--- src/design/pts_pkg.sv ---
// Package for the periodic timer scheduler: slot and result types, codes,
// reset values and the saturation and clamp helpers. No dependencies.
`timescale 1ns / 1ps

package pts_pkg;

    localparam int REM_W   = 26;
    localparam int DELAY_W = 24;
    localparam int TASK_W  = 8;
    localparam int SD_W    = 10;
    localparam int KIND_W  = 2;
    localparam int CFG_IDX_W = 2;

    localparam logic [SD_W-1:0]    SHORT_DEADLINE_RESET = 10'd10;
    localparam logic [DELAY_W-1:0] MAX_INTERVAL_RESET   = 24'd233000;

    localparam logic [REM_W-1:0] REM_MAX = {1'b0, {(REM_W-1){1'b1}}};
    localparam logic [REM_W-1:0] REM_MIN = {1'b1, {(REM_W-1){1'b0}}};

    localparam logic CMD_ADD  = 1'b0;
    localparam logic CMD_TICK = 1'b1;

    localparam logic [KIND_W-1:0] KIND_TASK   = 2'd0;
    localparam logic [KIND_W-1:0] KIND_REPROG = 2'd1;
    localparam logic [KIND_W-1:0] KIND_FULL   = 2'd2;

    localparam logic [CFG_IDX_W-1:0] REG_SHORT_DEADLINE = 2'd0;
    localparam logic [CFG_IDX_W-1:0] REG_MAX_INTERVAL   = 2'd1;

    typedef struct packed {
        logic [REM_W-1:0]   rem;
        logic [DELAY_W-1:0] reload;
        logic [TASK_W-1:0]  task_id;
    } slot_t;

    typedef struct packed {
        logic [KIND_W-1:0]  kind;
        logic [TASK_W-1:0]  event_task;
        logic [DELAY_W-1:0] interval_us;
    } result_t;

    // Per-step control handed to the head unit
    typedef struct packed {
        logic               cmd;
        logic [DELAY_W-1:0] delay_us;
        logic [TASK_W-1:0]  task_id;
        logic [DELAY_W-1:0] interval_now;
        logic [SD_W-1:0]    short_deadline;
        logic               slot_here;
        logic               slot_at_end;
        logic               first_step;
    } head_ctrl_t;

    typedef struct packed {
        logic [REM_W-1:0] best;
        logic             found;
        logic [REM_W-1:0] rem0;
    } head_stat_t;

    function automatic logic [REM_W-1:0] sat_rem(input logic [REM_W:0] v);
        logic [REM_W-1:0] r;
        if (v[REM_W] != v[REM_W-1])
        begin
            r = v[REM_W] ? REM_MIN : REM_MAX;
        end
        else
        begin
            r = v[REM_W-1:0];
        end
        return r;
    endfunction

    function automatic logic [DELAY_W-1:0] clamp_interval(input logic [REM_W-1:0] v,
                                                          input logic [DELAY_W-1:0] vmax);
        logic [DELAY_W-1:0] r;
        if (v[REM_W-1] || (v == '0))
        begin
            r = '0;
        end
        else if (v[REM_W-2:0] > {1'b0, vmax})
        begin
            r = vmax;
        end
        else
        begin
            r = v[DELAY_W-1:0];
        end
        return r;
    endfunction

endpackage

--- src/design/pts_cell.sv ---
// One slot cell of the timer ring: holds a slot and hands it on each step.
// Depends on pts_pkg.
`timescale 1ns / 1ps

module pts_cell
    import pts_pkg::*;
(
    input  logic  clk,
    input  logic  shift_en,
    input  slot_t din,
    output slot_t dout
);

    slot_t slot_reg;

    always_ff @(posedge clk)
    begin
        if (shift_en)
        begin
            slot_reg <= din;
        end
    end

    assign dout = slot_reg;

endmodule

--- src/design/pts_head.sv ---
// Head unit of the timer ring: updates the slot leaving cell 0 on a tick,
// or merges the new timer into the stream on an add. Depends on pts_pkg.
`timescale 1ns / 1ps

module pts_head
    import pts_pkg::*;
(
    input  logic              clk,
    input  logic              rst_n,
    input  logic              start,
    input  logic              step_en,
    input  head_ctrl_t        ctrl,
    input  slot_t             din,
    output slot_t             dout,
    output logic              emit,
    output logic [TASK_W-1:0] emit_task,
    output head_stat_t        stat
);

    slot_t            carry_reg;
    slot_t            carry_next;
    logic             ins_reg;
    logic             ins_next;
    logic             found_reg;
    logic             found_next;
    logic [REM_W-1:0] best_reg;
    logic [REM_W-1:0] best_next;
    logic [REM_W-1:0] rem0_reg;
    logic [REM_W-1:0] rem0_next;

    logic [REM_W:0]   diff;
    logic [REM_W-1:0] r1;
    logic [REM_W:0]   sum;
    logic [REM_W-1:0] r2;
    logic [REM_W-1:0] r;
    logic             expired;
    logic             fits;
    slot_t            new_slot;

    always_comb
    begin
        diff     = {din.rem[REM_W-1], din.rem} - {3'b000, ctrl.interval_now};
        r1       = sat_rem(diff);
        expired  = $signed(r1) <= $signed({{(REM_W-SD_W){1'b0}}, ctrl.short_deadline});
        sum      = {r1[REM_W-1], r1} + {3'b000, din.reload};
        r2       = sat_rem(sum);
        r        = expired ? r2 : r1;

        new_slot.rem     = {2'b00, ctrl.delay_us};
        new_slot.reload  = ctrl.delay_us;
        new_slot.task_id = ctrl.task_id;
        fits = !ins_reg && (ctrl.slot_at_end || (ctrl.slot_here &&
               !($signed({2'b00, ctrl.delay_us}) > $signed(din.rem))));

        dout       = din;
        emit       = 1'b0;
        emit_task  = din.task_id;
        carry_next = carry_reg;
        ins_next   = ins_reg;
        found_next = found_reg;
        best_next  = best_reg;
        rem0_next  = rem0_reg;

        if (ctrl.cmd == CMD_TICK)
        begin
            if (ctrl.slot_here)
            begin
                dout.rem = r;
                emit     = expired;
                if (!r[REM_W-1] && (r != '0) &&
                    (!found_reg || ($signed(r) < $signed(best_reg))))
                begin
                    best_next  = r;
                    found_next = 1'b1;
                end
            end
        end
        else
        begin
            // Insert once, then run every later slot one step late
            if (fits)
            begin
                dout       = new_slot;
                carry_next = din;
                ins_next   = 1'b1;
            end
            else if (ins_reg)
            begin
                dout       = carry_reg;
                carry_next = din;
            end
            if (ctrl.first_step)
            begin
                rem0_next = dout.rem;
            end
        end
    end

    always_ff @(posedge clk or negedge rst_n)
    begin
        if (!rst_n)
        begin
            ins_reg   <= 1'b0;
            found_reg <= 1'b0;
        end
        else if (start)
        begin
            ins_reg   <= 1'b0;
            found_reg <= 1'b0;
        end
        else if (step_en)
        begin
            ins_reg   <= ins_next;
            found_reg <= found_next;
        end
    end

    always_ff @(posedge clk)
    begin
        if (step_en)
        begin
            carry_reg <= carry_next;
            best_reg  <= best_next;
            rem0_reg  <= rem0_next;
        end
    end

    assign stat.best  = best_reg;
    assign stat.found = found_reg;
    assign stat.rem0  = rem0_reg;

endmodule

--- src/design/periodic_timer_scheduler.sv ---
// Periodic timer scheduler top level: control, ring of slot cells, head
// unit and result staging. Depends on pts_pkg, pts_cell and pts_head.
`timescale 1ns / 1ps

// Usage:
//  s_* takes requests: s_tuser is the command (add timer or tick elapsed),
//  s_tdata carries the delay and task id of an add. m_* delivers results:
//  m_tuser is the kind, m_tdata the task id or new interval, m_tlast marks
//  the final result of a request. cfg_* writes the short deadline (index 0)
//  and the interval clamp (index 1); it is always ready.
//  One request is worked at a time. The slots sit in a ring of
//  TIMER_SLOTS cells that rotates once per request through the head unit,
//  one slot per cycle unless a result cannot be held; a full-table add
//  skips the rotation and only reports the full table.
//  Every result passes through a one-deep hold stage so the final one can
//  be marked, then sits in the output register; the next request is taken
//  while that final result waits.
//  A receiver stall halts the ring only when a result must wait; none is lost.
//  Reset empties the table, sets the interval to zero and loads the
//  register defaults; slot contents need no clearing.
module periodic_timer_scheduler
    import pts_pkg::*;
#(
    parameter int TIMER_SLOTS = 16
)
(
    input  logic                 clk,
    input  logic                 rst_n,
    input  logic                 s_tvalid,
    output logic                 s_tready,
    input  logic [31:0]          s_tdata,   // delay_us[23:0], task_id[31:24]
    input  logic [0:0]           s_tuser,   // cmd[0]
    output logic                 m_tvalid,
    input  logic                 m_tready,
    output logic [31:0]          m_tdata,   // event_task[7:0], interval_us[31:8]
    output logic [KIND_W-1:0]    m_tuser,   // kind[1:0]
    output logic                 m_tlast,
    input  logic                 cfg_valid,
    output logic                 cfg_ready,
    input  logic [CFG_IDX_W-1:0] cfg_index,
    input  logic [23:0]          cfg_data
);

    localparam int CW = $clog2(TIMER_SLOTS + 1);
    localparam logic [CW-1:0] LAST_STEP = CW'(TIMER_SLOTS - 1);
    localparam logic [CW-1:0] FULL_CNT  = CW'(TIMER_SLOTS);

    typedef enum logic [3:0] {
        S_IDLE  = 4'b0001,
        S_ROT   = 4'b0010,
        S_TAIL  = 4'b0100,
        S_FLUSH = 4'b1000
    } state_t;

    state_t             state_reg;
    state_t             state_next;
    logic [CW-1:0]      count_reg;
    logic [CW-1:0]      step_reg;
    logic [DELAY_W-1:0] interval_reg;
    logic [SD_W-1:0]    sd_reg;
    logic [DELAY_W-1:0] max_reg;
    logic               cmd_reg;
    logic [DELAY_W-1:0] delay_reg;
    logic [TASK_W-1:0]  task_reg;
    logic               full_reg;

    logic               pend_valid_reg;
    result_t            pend_reg;
    logic               out_valid_reg;
    result_t            out_reg;
    logic               out_last_reg;

    slot_t              ring [TIMER_SLOTS];
    slot_t              head_out;
    logic               head_emit;
    logic [TASK_W-1:0]  head_task;
    head_stat_t         head_stat;
    head_ctrl_t         head_ctrl;

    logic               s_accept;
    logic               out_free;
    logic               can_emit;
    logic               ring_step;
    logic               tail_emit;
    result_t            tail_res;
    logic               tail_go;
    logic               gen_valid;
    result_t            gen_res;
    logic               flush_go;

    assign s_accept  = s_tvalid && s_tready;
    assign s_tready  = (state_reg == S_IDLE);
    assign cfg_ready = 1'b1;
    assign out_free  = !out_valid_reg || m_tready;
    assign can_emit  = !pend_valid_reg || out_free;

    always_comb
    begin
        head_ctrl.cmd            = cmd_reg;
        head_ctrl.delay_us       = delay_reg;
        head_ctrl.task_id        = task_reg;
        head_ctrl.interval_now   = interval_reg;
        head_ctrl.short_deadline = sd_reg;
        head_ctrl.slot_here      = step_reg < count_reg;
        head_ctrl.slot_at_end    = step_reg == count_reg;
        head_ctrl.first_step     = step_reg == '0;
    end

    pts_head u_head (
        .clk       (clk),
        .rst_n     (rst_n),
        .start     (s_accept),
        .step_en   (ring_step),
        .ctrl      (head_ctrl),
        .din       (ring[0]),
        .dout      (head_out),
        .emit      (head_emit),
        .emit_task (head_task),
        .stat      (head_stat)
    );

    for (genvar k = 0; k < TIMER_SLOTS; k++)
    begin : g_ring
        if (k == TIMER_SLOTS - 1)
        begin : g_tail
            pts_cell u_cell (
                .clk      (clk),
                .shift_en (ring_step),
                .din      (head_out),
                .dout     (ring[k])
            );
        end
        else
        begin : g_mid
            pts_cell u_cell (
                .clk      (clk),
                .shift_en (ring_step),
                .din      (ring[k+1]),
                .dout     (ring[k])
            );
        end
    end

    always_comb
    begin
        tail_res.kind        = KIND_REPROG;
        tail_res.event_task  = '0;
        tail_res.interval_us = '0;
        if (full_reg)
        begin
            tail_emit     = 1'b1;
            tail_res.kind = KIND_FULL;
        end
        else if (cmd_reg == CMD_ADD)
        begin
            tail_emit            = head_stat.rem0 != {2'b00, interval_reg};
            tail_res.interval_us = clamp_interval(head_stat.rem0, max_reg);
        end
        else
        begin
            tail_emit            = head_stat.found;
            tail_res.interval_us = clamp_interval(head_stat.best, max_reg);
        end
    end

    always_comb
    begin
        ring_step  = (state_reg == S_ROT) && (!head_emit || can_emit);
        tail_go    = (state_reg == S_TAIL) && (!tail_emit || can_emit);
        flush_go   = (state_reg == S_FLUSH) && (!pend_valid_reg || out_free);
        gen_valid  = 1'b0;
        gen_res    = tail_res;
        if (state_reg == S_ROT)
        begin
            gen_valid          = ring_step && head_emit;
            gen_res.kind       = KIND_TASK;
            gen_res.event_task = head_task;
            gen_res.interval_us = '0;
        end
        else if (state_reg == S_TAIL)
        begin
            gen_valid = tail_go && tail_emit;
        end
    end

    always_comb
    begin
        state_next = state_reg;
        case (state_reg)
            S_IDLE:
            begin
                if (s_accept)
                begin
                    if ((s_tuser[0] == CMD_ADD) && (count_reg == FULL_CNT))
                    begin
                        state_next = S_TAIL;
                    end
                    else
                    begin
                        state_next = S_ROT;
                    end
                end
            end
            S_ROT:
            begin
                if (ring_step && (step_reg == LAST_STEP))
                begin
                    state_next = S_TAIL;
                end
            end
            S_TAIL:
            begin
                if (tail_go)
                begin
                    state_next = S_FLUSH;
                end
            end
            S_FLUSH:
            begin
                if (flush_go)
                begin
                    state_next = S_IDLE;
                end
            end
            default:
            begin
                state_next = S_IDLE;
            end
        endcase
    end

    always_ff @(posedge clk or negedge rst_n)
    begin
        if (!rst_n)
        begin
            state_reg      <= S_IDLE;
            count_reg      <= '0;
            step_reg       <= '0;
            interval_reg   <= '0;
            sd_reg         <= SHORT_DEADLINE_RESET;
            max_reg        <= MAX_INTERVAL_RESET;
            full_reg       <= 1'b0;
            cmd_reg        <= CMD_ADD;
            pend_valid_reg <= 1'b0;
            out_valid_reg  <= 1'b0;
        end
        else
        begin
            state_reg <= state_next;

            if (cfg_valid && cfg_ready)
            begin
                if (cfg_index == REG_SHORT_DEADLINE)
                begin
                    sd_reg <= cfg_data[SD_W-1:0];
                end
                else if (cfg_index == REG_MAX_INTERVAL)
                begin
                    max_reg <= cfg_data;
                end
            end

            if (s_accept)
            begin
                cmd_reg  <= s_tuser[0];
                full_reg <= (s_tuser[0] == CMD_ADD) && (count_reg == FULL_CNT);
                step_reg <= '0;
            end
            else if (ring_step)
            begin
                step_reg <= step_reg + CW'(1);
            end

            if (tail_go && !full_reg)
            begin
                if (tail_emit)
                begin
                    interval_reg <= tail_res.interval_us;
                end
                if (cmd_reg == CMD_ADD)
                begin
                    count_reg <= count_reg + CW'(1);
                end
            end

            // Hand the held result on when a newer one arrives or the request ends
            if ((gen_valid && pend_valid_reg) || (flush_go && pend_valid_reg))
            begin
                out_valid_reg <= 1'b1;
            end
            else if (m_tready)
            begin
                out_valid_reg <= 1'b0;
            end

            if (gen_valid)
            begin
                pend_valid_reg <= 1'b1;
            end
            else if (flush_go)
            begin
                pend_valid_reg <= 1'b0;
            end
        end
    end

    always_ff @(posedge clk)
    begin
        if (s_accept)
        begin
            delay_reg <= s_tdata[DELAY_W-1:0];
            task_reg  <= s_tdata[31:24];
        end
        if (gen_valid)
        begin
            pend_reg <= gen_res;
        end
        if (gen_valid && pend_valid_reg)
        begin
            out_reg      <= pend_reg;
            out_last_reg <= 1'b0;
        end
        else if (flush_go && pend_valid_reg)
        begin
            out_reg      <= pend_reg;
            out_last_reg <= 1'b1;
        end
    end

    assign m_tvalid = out_valid_reg;
    assign m_tdata  = {out_reg.interval_us, out_reg.event_task};
    assign m_tuser  = out_reg.kind;
    assign m_tlast  = out_last_reg;

    a_count_range: assert property (@(posedge clk) disable iff (!rst_n)
        count_reg <= FULL_CNT)
        else $error("slot count beyond table size");

    a_no_pend_idle: assert property (@(posedge clk) disable iff (!rst_n)
        pend_valid_reg |-> (state_reg != S_IDLE))
        else $error("held result left behind at end of request");

    a_full_keeps: assert property (@(posedge clk) disable iff (!rst_n)
        (s_accept && (s_tuser[0] == CMD_ADD) && (count_reg == FULL_CNT))
        |=> (count_reg == $past(count_reg)) && (state_reg == S_TAIL))
        else $error("full-table add altered the table");

endmodule
--- config.mk ---
export PLATFORM = sky130hd
export DESIGN_NAME = periodic_timer_scheduler
export DESIGN_NICKNAME = d
export VERILOG_FILES = /design/src/design/pts_pkg.sv /design/src/design/pts_cell.sv /design/src/design/pts_head.sv /design/src/design/periodic_timer_scheduler.sv
export SDC_FILE = /design/constraint.sdc
export NUM_CORES = 1
export LEC_CHECK = 0
export BUFFER_PORTS_ARGS = -buffer_cell sky130_fd_sc_hd__buf_2
export CORE_ASPECT_RATIO = 0.7
export CORE_MARGIN = 3
export CORE_UTILIZATION = 50
export DETAILED_ROUTE_END_ITERATION = 8
export PLACE_DENSITY = 0.67
export SYNTH_ARGS = -nofsm -noshare
export SYNTH_HDL_FRONTEND = slang
export SYNTH_HIERARCHICAL = 1
export SYNTH_SLANG_ARGS = --single-unit
--- constraint.sdc ---
create_clock -name clk -period 91.4 [get_ports clk]
set_clock_uncertainty 0.2 [all_clocks]
set_input_delay 18.28 -clock clk [delete_from_list [all_inputs] [get_ports clk]]
set_output_delay 18.28 -clock clk [all_outputs]
set_load 0.005 [all_outputs]
After elaboration in Yosys (flattened, before gate mapping)
Index checks and enable logic that the tools add are counted.

storage, ports and cells
  input port bits = 64
  logic and storage cells = 208
  bits in registers = 1217

cells by class
  magnitude comparators = 6
  add/sub/neg operators = 4
  mux-type cells = 48
  eq/ne operators = 16
  reduce and logical (&&, ||, !) cells = 57
  bitwise operators = 3

operators by type and width
  operator             number
  $mux 58              4
  $mux 26              7
  $mux 24              6
  $mux 34              2
  $logic_not 26->1     2
  $gt 25x24->1         2
  $mux 32              1
  $add 26x25->27       1
  $sub 26x25->27       1
  $gt 25x26->1         1
  $le 26x11->1         1
  $lt 26x26->1         1
  $ne 26x24->1         1
  $reduce_bool 26->1   1
  $mux 1               19
  $reduce_bool 2->1    9
  $mux 4               4
  $pmux 4 s4           1
  $logic_and 1x1->1    15
  $reduce_and 3->1     4
  $reduce_and 4->1     3
  $add 5x1->5 const B  2
  $mux 5               2
  $logic_not 1->1      9
  other kinds (19)     35

Longest topological paths before layout
Gate-level depths: netlist of run 1.

  depth in word-level cells = 15
  mapped depth = 40
  mapped depth without buffers = 38

Cells and area by module
The synthesis of run 1 kept the hierarchy.

by module, submodules not included
  module                    area each (sq um)  seq. area each (sq um)  cells each  times used
  pts_cell                  1741.7             1741.7                  58          16
  pts_head                  11310.8            3353.2                  1314        1
  periodic_timer_scheduler  9666.8             4938.5                  846         1

Least setup slack after synthesis of run 1
OpenSTA, ideal clock, no wires.

  kind = input to register
  start = in m_tready
  end = reg u_head/carry_reg[0] (netlist name), enable pin
  path slack = 40949 ps
  data required time = 90638 ps
  cell stages on the path = 7
  arrival = 49689 ps
  cell sequence = inv_1 and3_1 nand2_1 and2_1 clkbuf_1 nor2b_1 a21boi_0

between the ends
  longest elaborated chain between the ends = 5

RTL lines
  element                            line                             source
  from (decl)                        periodic_timer_scheduler.sv:34   input logic m_tready,
  $logic_or 1x1->1                   periodic_timer_scheduler.sv:94   assign out_free = !out_valid_reg || m_tready;
  $logic_or 1x1->1                   periodic_timer_scheduler.sv:95   assign can_emit = !pend_valid_reg || out_free;
  $logic_or 1x1->1                   periodic_timer_scheduler.sv:168  ring_step = (state_reg == S_ROT) && (!head_emit || can_emit);
  $logic_and 1x1->1                  periodic_timer_scheduler.sv:168
  via ring_step                      periodic_timer_scheduler.sv:83   logic ring_step;
  $reduce_and 3->1 (no source line)  --
  to (signal assigned)               pts_head.sv:122                  carry_reg <= carry_next;
  to (decl)                          pts_head.sv:20                   slot_t carry_reg;

The timed path passes the listed nets, and every way through them passes these cells.
A chain may end at the register's enable or synchronous reset.

Worst setup path after layout of run 1
  start = in m_tready
  end = reg g_ring[1].g_mid.u_cell.slot_reg, in the netlist g_ring[1].g_mid.u_cell/dout[24], enable pin

between the ends
  longest elaborated chain between the ends = 4

RTL lines
  element               line                             source
  $logic_or 1x1->1      periodic_timer_scheduler.sv:94
  $logic_or 1x1->1      periodic_timer_scheduler.sv:95
  $logic_or 1x1->1      periodic_timer_scheduler.sv:168
  $logic_and 1x1->1     periodic_timer_scheduler.sv:168
  to (signal assigned)  pts_cell.sv:20                   slot_reg <= din;
  to (decl)             pts_cell.sv:14                   slot_t slot_reg;

Every way passes these cells.

==> out/metrics.cfg, run 1 <==
[status]
status=finished clean

[critical_path]
reg2regPathDepth=31
crit_fanout=201
crit_required_ns=91.52
startpoint_type=input port
worstSetupPathType=in2reg
critPathCaptureType=flop
cp.arrival_ns=22.33

[layout]
largest_register_ffs=870
drive_above_1_share_pct=12.8
final_nets=3455
mostFrequentLayoutCell=edfxtp_1
syn_to_final_growth_pct=11.0
final_cell_mix=edfxtp_1 (1,138), nand2_1 (210), ha_1 (164), inv_1 (158), o21ai_0 (134)
fillers=7464

[logic_synthesis]
ys_types=110
synth-seq-cells=1217
synth_flop_cell=edfxtp_1
synth_edf_count=1138
synth_area_leader_cell=edfxtp_1
ys_seq_area_share_pct=74.0
ys_warn_count=6
synthCells=3088
ys_async_sr_fraction_pct=6.41
synth_area_per_cell_um2=15.8
yosys-top-cells-area=edfxtp_1 (70%), ha_1 (4.2%), dfrtp_1 (3.4%), nand2_1 (1.6%), o21ai_0 (1.4%)
synth_fp_nets=3318
netlist_area_um2=48800
synth_top_area_share_pct=70.0

[global_route]
track_usage_pct=22.7
grt_max_degree=213
grt_pass1_vias=25700
grt_pass1_wl_mm=170
overflow=0
antenna_found_initial=7

[route]
wl_met3_mm=9.29
wl_per_cell_um=25.1
drtPass1Iterations=6
top_layer_used=met4
post_drt_via_cell_ratio=5.90
drc=0
dr_total_vias=27300
routedLengthMet1_mm=57.0
wl_met2_mm=47.3
wl_mm=116
ant_nets=0
drtIter0Drc=3357

[sta]
worst_slew_pin_slew_ns=1.24
hold_violations=0
finalCritPeriodShare_pct=24.3
setup_viol=0
period_needed_ns=22.21
setup_tns_ns=0
rsz0062_at_grt=false
relSlewSlack_pct=17.2
max_freq_mhz=45.0
maxSlewViolCount=0

[clock_tree]
post_cts_buffers=0
ctsResizeCount=0
cts_buffers=105
clkLatencyLatePin_ns=0.71
cts_root_buffer=clkbuf_16
cts_hold_buf=0
cts.clk_slew.worst_paths_ns=0.06
htreeDepth=3
cts.sinks=1217
cts_buffer_depth=3
cts_tree=yes

[pwr]
power.total_w=0.00160
power_density_nw_per_um2=29.4
p_leak_nw=19.2
ir_worst_vdd_mv=0.0245

[floorplanning]
rows=95
num_io_pins=102
die_w_um=380
floorplan.initialDensity_pct=50.7
dieArea_um2=102000
core_um2=96400
die_y_um=268

[place]
gp_congestion=0.926
portBuffers=100
place_hpwl_mm=79.7

[flow_run]
drv_cap=0

[min_path]
whs_path_depth=0
hp-class=reg2reg

-- worst max-delay path, stage by stage --
cell and delay [ns]:
buf_2 0.08, inv_1 0.05, and3_1 0.22, nand2_1 0.20
and2_4 0.57, buf_4 0.86, buf_12 0.63, buf_4 0.98
-- area by class of cell --
class	count	area, um2	area share (%)
diodes	2	5.00	0.00923
clock buffers	121	2700	4.97
clock inverters	75	703	1.30
inverters	160	601	1.11
multi-input cells	1598	11600	21.3
flip-flops and latches	1217	36200	66.7
well taps	1309	1640	3.02
repair buffers	143	851	1.57
-- per-stage QoR --
stage                     instance area, um2  hold slack (ns)  setup slack [ns]  util, %  instances
after CTS                              54200            0.211             69.23     56.3       4623
final                                  54200            0.212             69.19     56.3       4625
after global routing                   54200            0.215             68.92     56.3       4623
after detailed placement               50800            0.205             68.42     52.7       4427
after floorplan                        48800            0.200             40.95        -       3088
after global placement                 50800            0.200             68.65     52.7       4427
-- cell families after synthesis --
kind of cell | Yosys count | synth area share [%]
AOI/OAI and AO/OA | 630 | 9.22
xor gates and xnor gates | 60 | 1.08
adders and majority gates | 166 | 4.28
buffers and inverters | 273 | 2.43
DFF | 1217 | 74.0
muxes | 109 | 2.35
other | 1 | 0.00768
and+or+nand+nor | 632 | 6.60
-- report_power, final --
group / switching, W / total, W / leakage [nW] / internal, W
Sequential: 0.0000440 / 0.000800 / 11.3 / 0.000756
Clock: 0.000197 / 0.000436 / 1.65 / 0.000239
Combinational: 0.000256 / 0.000361 / 6.25 / 0.000105
-- Yosys cell counts (47+ instances only) --
| cell | count |
|---|---|
| nand4_1 | 53 |
| inv_1 | 159 |
| dfrtp_1 | 67 |
| o21ai_0 | 134 |
| nor2_1 | 105 |
| nand2_1 | 210 |
| edfxtp_1 | 1138 |
| a21oi_1 | 117 |
| clkbuf_1 | 64 |
| ha_1 | 164 |
| a21o_1 | 48 |
| mux2i_1 | 64 |
| xnor2_1 | 47 |
| nor3_1 | 48 |
-- routing by layer --
| metal | up-vias | global-route usage, % |
|---|---|---|
| met2 | 1108 | 31.1 |
| met5 | - | 0 |
| met4 | 0 | 5.74 |
| met1 | 13800 | 36.7 |
| met3 | 160 | 4.68 |
| li1 | 12200 | - |
-- final timing paths --
path                                                    from                               end  slack (ns)
setup / recovery                                    m_tready   g_ring[1].g_mid.u_cell/dout[24]       69.19
hold / removal             g_ring[15].g_tail.u_cell/dout[28]  g_ring[14].g_mid.u_cell/dout[28]        0.21
setup reg to reg             g_ring[0].g_mid.u_cell/dout[36]               u_head/best_reg[15]       80.39
hold reg to reg            g_ring[15].g_tail.u_cell/dout[28]  g_ring[14].g_mid.u_cell/dout[28]        0.21
max in group asynchronous                              rst_n                    u_head/ins_reg       72.60
min in group asynchronous                              rst_n                      count_reg[2]       17.57
(Power assumes the default switching activity.)
==> run 2, diff against run 1 <==
--- a/config.mk
+++ b/config.mk
@@ -10,7 +10,7 @@
 export CORE_MARGIN = 3
 export CORE_UTILIZATION = 50
 export DETAILED_ROUTE_END_ITERATION = 8
-export PLACE_DENSITY = 0.67
+export PLACE_DENSITY = 0.69
 export SYNTH_ARGS = -nofsm -noshare
 export SYNTH_HDL_FRONTEND = slang
 export SYNTH_HIERARCHICAL = 1
==> constraint.sdc (replaced) <==
create_clock -name clk -period 19.7 [get_ports clk]
set_clock_uncertainty 0.2 [all_clocks]
set_input_delay 3.94 -clock clk [delete_from_list [all_inputs] [get_ports clk]]
set_output_delay 3.94 -clock clk [all_outputs]
set_load 0.005 [all_outputs]
==> out/metrics.cfg, run 2 (synthesis results as in run 1) <==
[clock_tree]
cts_hold_buf=0
cts_buffer_depth=3
cts_buffers=106
htreeDepth=3
clkLatencyLatePin_ns=0.72
cts_tree=yes
ctsResizeCount=0
cts.sinks=1217
post_cts_buffers=0
cts.clk_slew.worst_paths_ns=0.06
cts_root_buffer=clkbuf_16

[sta]
finalCritPeriodShare_pct=51.9
setup_viol=0
relSlewSlack_pct=20.3
rsz0062_at_grt=false
period_needed_ns=10.22
max_freq_mhz=97.8
setup_tns_ns=0
worst_slack_ns=9.48
maxSlewViolCount=0
hold_violations=0
hold_slack_ns=0.209
worst_slew_pin_slew_ns=1.20

[layout]
fillers=7479
drive_above_1_share_pct=13.0
largest_register_ffs=870
mostFrequentLayoutCell=edfxtp_1
final_cell_mix=edfxtp_1 (1,138), nand2_1 (210), ha_1 (164), inv_1 (158), o21ai_0 (134)
final_util_pct=56.3
final_nets=3464
syn_to_final_growth_pct=11.2

[pwr]
power.total_w=0.00742
ir_worst_vdd_mv=0.0824
p_leak_nw=19.2
power_density_nw_per_um2=137

[place]
portBuffers=100
place_hpwl_mm=78.5
gp_congestion=0.943
place_ws_ns=9.76

[route]
ant_nets=0
drtPass1Iterations=5
wl_mm=113
dr_total_vias=26900
drc=0
wl_per_cell_um=24.5
drtIter0Drc=3171
post_drt_via_cell_ratio=5.81

[flow_run]
drv_cap=0

[floorplanning]
rows=95
floorplan.initialDensity_pct=50.7
die_w_um=380
die_y_um=268
dieArea_um2=102000
core_um2=96400
num_io_pins=102

[critical_path]
cp.arrival_ns=10.42
cp_slowest_cell=o31ai_2
max_stage_delay_ns=0.77
startpoint_type=flop
critPathCaptureType=flop
reg2regPathDepth=35
crit_fanout=18
reg2reg_slack_ns=9.48
worstSetupPathType=reg2reg
crit_required_ns=19.90

[min_path]
hp-class=reg2reg
whs_path_depth=0

[global_route]
grt_pass1_wl_mm=166
grt_max_degree=152
overflow=0
track_usage_pct=22.2
antenna_found_initial=6
grt_pass1_vias=25300

[status]
status=finished clean

[run 2: changes by cell type in the layout (fill, tap and decap cells not counted), moves of 2 or more]
cell	delta
clkinv_1	-6
clkbuf_8	+4
clkbuf_16	+2
buf_4	+8
inv_6	+3
clkinv_16	-2
clkinvlp_4	+2
clkbuf_1	+5
clkinv_2	-9
[run 2: layout make-up]
type,instances,area [um2],area share (%)
Timing Repair Buffer,151,911,1.68
Antenna cell,1,2.50,0.00461
Inverter,160,601,1.11
Sequential cell,1217,36200,66.6
Tap cell,1309,1640,3.02
Multi-Input combinational cell,1598,11600,21.3
Clock inverter,63,609,1.12
Clock buffer,132,2820,5.20
[run 2: power by group]
| group | internal [W] | switching, W | total (W) |
|---|---|---|---|
| clock | 0.00113 | 0.000908 | 0.00204 |
| combinational | 0.000490 | 0.00118 | 0.00167 |
| sequential | 0.00350 | 0.000201 | 0.00371 |
[run 2: layer usage]
| layer | wire length, um | global-route usage, % |
|---|---|---|
| met5 | 27 | 0 |
| met2 | 44800 | 29.1 |
| met4 | 2680 | 5.74 |
| met3 | 11700 | 8.20 |
| met1 | 54100 | 34.5 |
[run 2: through the flow]
step | area (um2) | cells
2_1_floorplan | 48800 | 3088
3_3_place_gp | 50900 | 4435
3_5_place_dp | 50900 | 4435
4_1_cts | 54300 | 4630
5_1_grt | 54300 | 4630
6_report | 54300 | 4631
[run 2: critical path, delay by kind of cell (launching register included)]
family	cells	cell delay [ns]
buffers and inverters	4	0.89
adders and majority gates	3	1.10
and+or+nand+nor	9	2.32
AOI/OAI and AO/OA	19	4.99
DFF	1	0.40
[run 2: path summary, 6_finish.rpt]
path,startpoint,endpoint
max,interval_reg[4],u_head/best_reg[20]
min,g_ring[3].g_mid.u_cell/dout[51],g_ring[2].g_mid.u_cell/dout[51]
max reg2reg,interval_reg[4],u_head/best_reg[20]
min reg2reg,g_ring[3].g_mid.u_cell/dout[51],g_ring[2].g_mid.u_cell/dout[51]
max in group asynchronous,rst_n,u_head/ins_reg
min in group asynchronous,rst_n,count_reg[3]
